<file path="config.mk">
export PLATFORM = sky130hd
export DESIGN_NAME = edfpb_ctrl
export DESIGN_NICKNAME = d
export VERILOG_FILES = /design/src/rtl/core/edfpb_pkg.sv /design/src/rtl/core/edfpb_ctrl.sv
export SDC_FILE = /design/constraint.sdc
export NUM_CORES = 1
export LEC_CHECK = 0
export ABC_AREA = 1
export CORE_AREA = 2 2 39 41
export DETAILED_ROUTE_END_ITERATION = 8
export DIE_AREA = 0 0 41 43
export DONT_BUFFER_PORTS = 1
export GPL_ROUTABILITY_DRIVEN = 0
export SETUP_SLACK_MARGIN = 0.02
export SYNTH_ARGS = -nofsm -noshare
export SYNTH_HDL_FRONTEND = slang
export SYNTH_SLANG_ARGS = --single-unit
export TNS_END_PERCENT = 20
</file>
<file path="constraint.sdc">
create_clock -name clock -period 1.45 [get_ports clock]
set_input_delay 0.29 -clock clock [delete_from_list [all_inputs] [get_ports clock]]
set_output_delay 0.29 -clock clock [all_outputs]
set_load 0.02 [all_outputs]
</file>
<file path="src/rtl/core/edfpb_pkg.sv">
`timescale 1ns / 1ps
// ----------------------------------------------------------------------------
// edfpb_pkg
// Shared constants and controller/datapath interface types for the
// slack-ordered packet buffer.
// ----------------------------------------------------------------------------
package edfpb_pkg;

   localparam int DEF_MAX_ENTRIES = 64;
   localparam int DEF_SLACK_BITS  = 8;
   localparam int DEF_VALUE_BITS  = 16;

   localparam int CAP_W      = 7;
   localparam int COPIES_W   = 4;
   localparam int DROP_OUT_W = 7;
   localparam int OCC_W      = 7;
   localparam int TOTAL_W    = 32;
   localparam int SUM_W      = 48;

   localparam logic [CAP_W-1:0] CAP_RESET = 7'd64;

   localparam logic OP_ARRIVE = 1'b0;
   localparam logic OP_TICK   = 1'b1;

   typedef struct packed {
      logic load;
      logic step;
      logic pop_drop;
      logic dec_all;
      logic send;
      logic finish;
   } cmd_type;

   typedef struct packed {
      logic is_tick;
      logic copies_zero;
      logic head_expired;
      logic empty;
   } sts_type;

endpackage

</file>
<file path="src/rtl/core/edfpb_ctrl.sv">
`timescale 1ns / 1ps
// ----------------------------------------------------------------------------
// edfpb_ctrl
// Sequencer: walks arrival copies one per cycle, drains expired heads on a
// tick, then decrements, transmits and publishes the result beat.
// ----------------------------------------------------------------------------
module edfpb_ctrl (
   input  logic              clock,
   input  logic              reset,
   input  logic              req_valid,
   output logic              req_stall,
   output logic              rsp_valid,
   input  logic              rsp_stall,
   input  edfpb_pkg::sts_type sts,
   output edfpb_pkg::cmd_type cmd
);
   import edfpb_pkg::*;

   typedef enum logic [2:0] {
      ST_IDLE,
      ST_ARRIVE,
      ST_DRAIN,
      ST_SEND,
      ST_FINISH
   } state_type;

   state_type state_ff, state_in;
   logic      rsp_valid_ff, rsp_valid_in;
   logic      out_free;

   assign req_stall = (state_ff != ST_IDLE);
   assign rsp_valid = rsp_valid_ff;
   assign out_free  = !rsp_valid_ff || !rsp_stall;

   always_comb begin
      cmd          = '0;
      state_in     = state_ff;
      rsp_valid_in = rsp_valid_ff && rsp_stall;
      case (state_ff)
         ST_IDLE: begin
            if (req_valid) begin
               cmd.load = 1'b1;
               state_in = ST_ARRIVE;
            end
         end
         ST_ARRIVE: begin
            if (sts.is_tick) begin
               state_in = ST_DRAIN;
            end else if (sts.copies_zero) begin
               state_in = ST_FINISH;
            end else begin
               cmd.step = 1'b1;
            end
         end
         ST_DRAIN: begin
            if (sts.head_expired) begin
               cmd.pop_drop = 1'b1;
            end else begin
               cmd.dec_all = !sts.empty;
               state_in    = ST_SEND;
            end
         end
         ST_SEND: begin
            cmd.send = !sts.empty;
            state_in = ST_FINISH;
         end
         ST_FINISH: begin
            if (out_free) begin
               cmd.finish   = 1'b1;
               rsp_valid_in = 1'b1;
               state_in     = ST_IDLE;
            end
         end
         default: begin
            state_in = ST_IDLE;
         end
      endcase
   end

   always_ff @(posedge clock) begin
      if (reset) begin
         state_ff     <= ST_IDLE;
         rsp_valid_ff <= 1'b0;
      end else begin
         state_ff     <= state_in;
         rsp_valid_ff <= rsp_valid_in;
      end
   end

endmodule

</file>
==> results.sh <==
export IMPL_die_x_um=41
export IMPL_cts_sinks=4
export IMPL_synth_common_cells="7 x inv_1, 7 x nand2_1, 6 x nor2_1"
export IMPL_drc=0
export IMPL_ioPinCount=16
export IMPL_fin_worst_skew_ps=1.42
export IMPL_grt_max_degree=7
export IMPL_num_antenna_cells=0
export IMPL_r2r_start="rsp_valid$_SDFF_PP0_"
export IMPL_drt_iter0_drc=0
export IMPL_grt_pass1_wl_um=1020
export IMPL_setup_viol=0
export IMPL_clock_root_buffer="clkbuf_4"
export IMPL_endpoint_kind="primary output"
export IMPL_outcome="complete, no violations"
export IMPL_io_buffers=0
export IMPL_arrival_ps=1100
export IMPL_track_usage_pct=8.44
export IMPL_nets=60
export IMPL_synth_area_top_cells="dfxtp_1 29%, inv_1 9.6%, nand2_1 9.6%, nor2_1 8.3%, nand3_2 7.3%"
export IMPL_syn_to_final_growth_pct=30.7
export IMPL_syn_area_per_cell_sq_um=6.34
export IMPL_clk_path_buf_depth=2
export IMPL_min_to="state_ff[1]$_SDFFE_PP0P_"
export IMPL_rsz0062_at_grt="yes"
export IMPL_ir_worst_vdd_mv=0.408
export IMPL_syn_area_sq_um=273
export IMPL_r2r_end="state_ff[2]$_SDFFE_PP0P_"
export IMPL_multi_input_area_sq_um=170
export IMPL_reg2reg_depth=7
export IMPL_fin_crit_ps=1390
export IMPL_wl_per_cell_um=8.74
export IMPL_ys_warn_count=0
export IMPL_dp_final_hpwl_um=506
export IMPL_seq_area_sq_um=83.8
export IMPL_drive_above_1_share_pct=42.0
export IMPL_clock_fmax_mhz=721
export IMPL_synthesis_nets=51
export IMPL_async_reset_ff_share_pct=0
export IMPL_fin_crit_sh_pct=95.7
export IMPL_finalMaxSlewViolations=0
export IMPL_clk_pin_slew_ps=40
export IMPL_synth_edff_count=0
export IMPL_dieArea_sq_um=1760
export IMPL_yosys_register_bits=4
export IMPL_postCtsHoldBufs=0
export IMPL_maxCapViolCount=0
export IMPL_clkLatencyLatePin_ps=230
export IMPL_vias_per_cell=4.29
export IMPL_wl_um=577
export IMPL_syn_inst=43
export IMPL_p_leak_nw=0.185
export IMPL_cts_setup_buffers=0
export IMPL_cts_htree_levels=1
export IMPL_fp_dieH_um=43
export IMPL_yosys_most_used_dff="dfxtp_1"
export IMPL_grt_antenna_before_repair=0
export IMPL_grt_overflow_total=0
export IMPL_cp_max_fo=6
export IMPL_yosysTopAreaCellShare_pct=29.4
export IMPL_setup_ws_ps=62.2
export IMPL_critPathLaunchType="register"
export IMPL_core_area_sq_um=1380
export IMPL_grt_pass1_vias=277
export IMPL_crit_type="reg -> out"
export IMPL_numCtsBuffers=3
export IMPL_antenna_left=0
export IMPL_cts_tree="built"
export IMPL_worst_pin_slew_ps=243
export IMPL_final_hold_viol_count=0
export IMPL_preCtsSetupSlack_ps=222
export IMPL_hold_worst_slack_ps=120
export IMPL_power_density_nw_per_um2=2080
export IMPL_n_fill_cell=153
export IMPL_yosysTopAreaCell="dfxtp_1"
export IMPL_rrSetupSlack_ps=330
export IMPL_drt_pass1_iter_count=1
export IMPL_crit_required_ps=1160
export IMPL_postLayoutCoreUtil_pct=25.8
export IMPL_rows=14
export IMPL_vias=283
export IMPL_ys_types=15
export IMPL_hold_class="in -> reg"
export IMPL_yosysSeqAreaShare_pct=29.4
export IMPL_maxSlewHeadroom_pct=83.8
export IMPL_hp_start="reset"
export IMPL_start_util_pct=19.7
export IMPL_hold_depth=1
[cell families (layout without fill, tap and decap cells)]
group | count (synthesis) | count (layout) | share of synthesized area (%)
and+or+nand+nor | 27 | 27 | 52.3
DFF | 4 | 4 | 29.4
buffers and inverters | 8 | 15 | 11.0
AOI/OAI and AO/OA | 4 | 4 | 7.34
[metal layers]
layer | track usage, % | vias up | wire [um]
li1 | - | 151 | -
met1 | 10.0 | 126 | 203
met2 | 12.5 | 6 | 341
met3 | 2.09 | 0 | 32
met4 | 6.00 | 0 | 0
met5 | 0 | - | 0
[worst max path at each step]
stage	startpoint	end	slack, ps	cells after the start
2_1_floorplan	state_ff[0]$_SDFFE_PP0P_	cmd[1]	30	2
3_3_place_gp	state_ff[2]$_SDFFE_PP0P_	cmd[2]	210	4
3_5_place_dp	state_ff[2]$_SDFFE_PP0P_	cmd[2]	220	4
4_1_cts	state_ff[1]$_SDFFE_PP0P_	cmd[1]	20	3
5_1_grt	state_ff[2]$_SDFFE_PP0P_	cmd[2]	-30	4
6_report	state_ff[2]$_SDFFE_PP0P_	cmd[2]	60	4
[power by group]
part	switching, mW	internal [mW]	total, mW
combinational	0.245	0.144	0.390
clock	0.0397	0.0922	0.132
sequential	0.0626	0.156	0.219
[worst max-delay path, cell delays in order, from the launching register on]
cell	delay, ps
dfxtp_2	350
nor2_4	160
nand2_1	100
nor3_2	110
buf_4	160
[metrics by stage]
stage / TNS, ps / power (mW) / area [sq um] / std cells
5_1_grt: -38.9 / 0.822 / 357 / 66
4_1_cts: 0 / 0.747 / 347 / 66
3_3_place_gp: 0 / 0.607 / 323 / 63
2_1_floorplan: 0 / 0.506 / 273 / 43
6_report: 0 / 0.741 / 357 / 66
3_5_place_dp: 0 / 0.605 / 323 / 63
[layout make-up]
class                   count  share of cell area [%]
clock buffers               3                    6.32
inverters                   8                    8.42
flip-flops and latches      4                    23.5
multi-input cells          31                    47.7
well taps                  16                    5.61
repair buffers              4                    8.42
[timing repair]
action | 4_1_cts | 5_1_grt
resized for setup | 1 | 4
setup endpoints to repair | 1 | 5
pin swaps | 1 | 1
cloned | 0 | 0
[layout by cell type (no fill, tap or decap)]
master	instances
a21oi_1	2
buf_4	4
clkbuf_4	3
dfxtp_1	1
dfxtp_2	3
inv_1	7
inv_2	1
nand2_1	7
nand2_2	2
nand3_1	3
nand3_2	2
nor2_1	5
nor2_2	4
nor2_4	1
nor3_1	1
nor3_2	1
nor4_1	1
o21ai_0	1
o21ai_1	1
[flip-flops by register name, indices dropped and copies added, names as in the netlist]
signal     count
rsp_valid      1
state_ff       3
(Power assumes the default switching activity.)
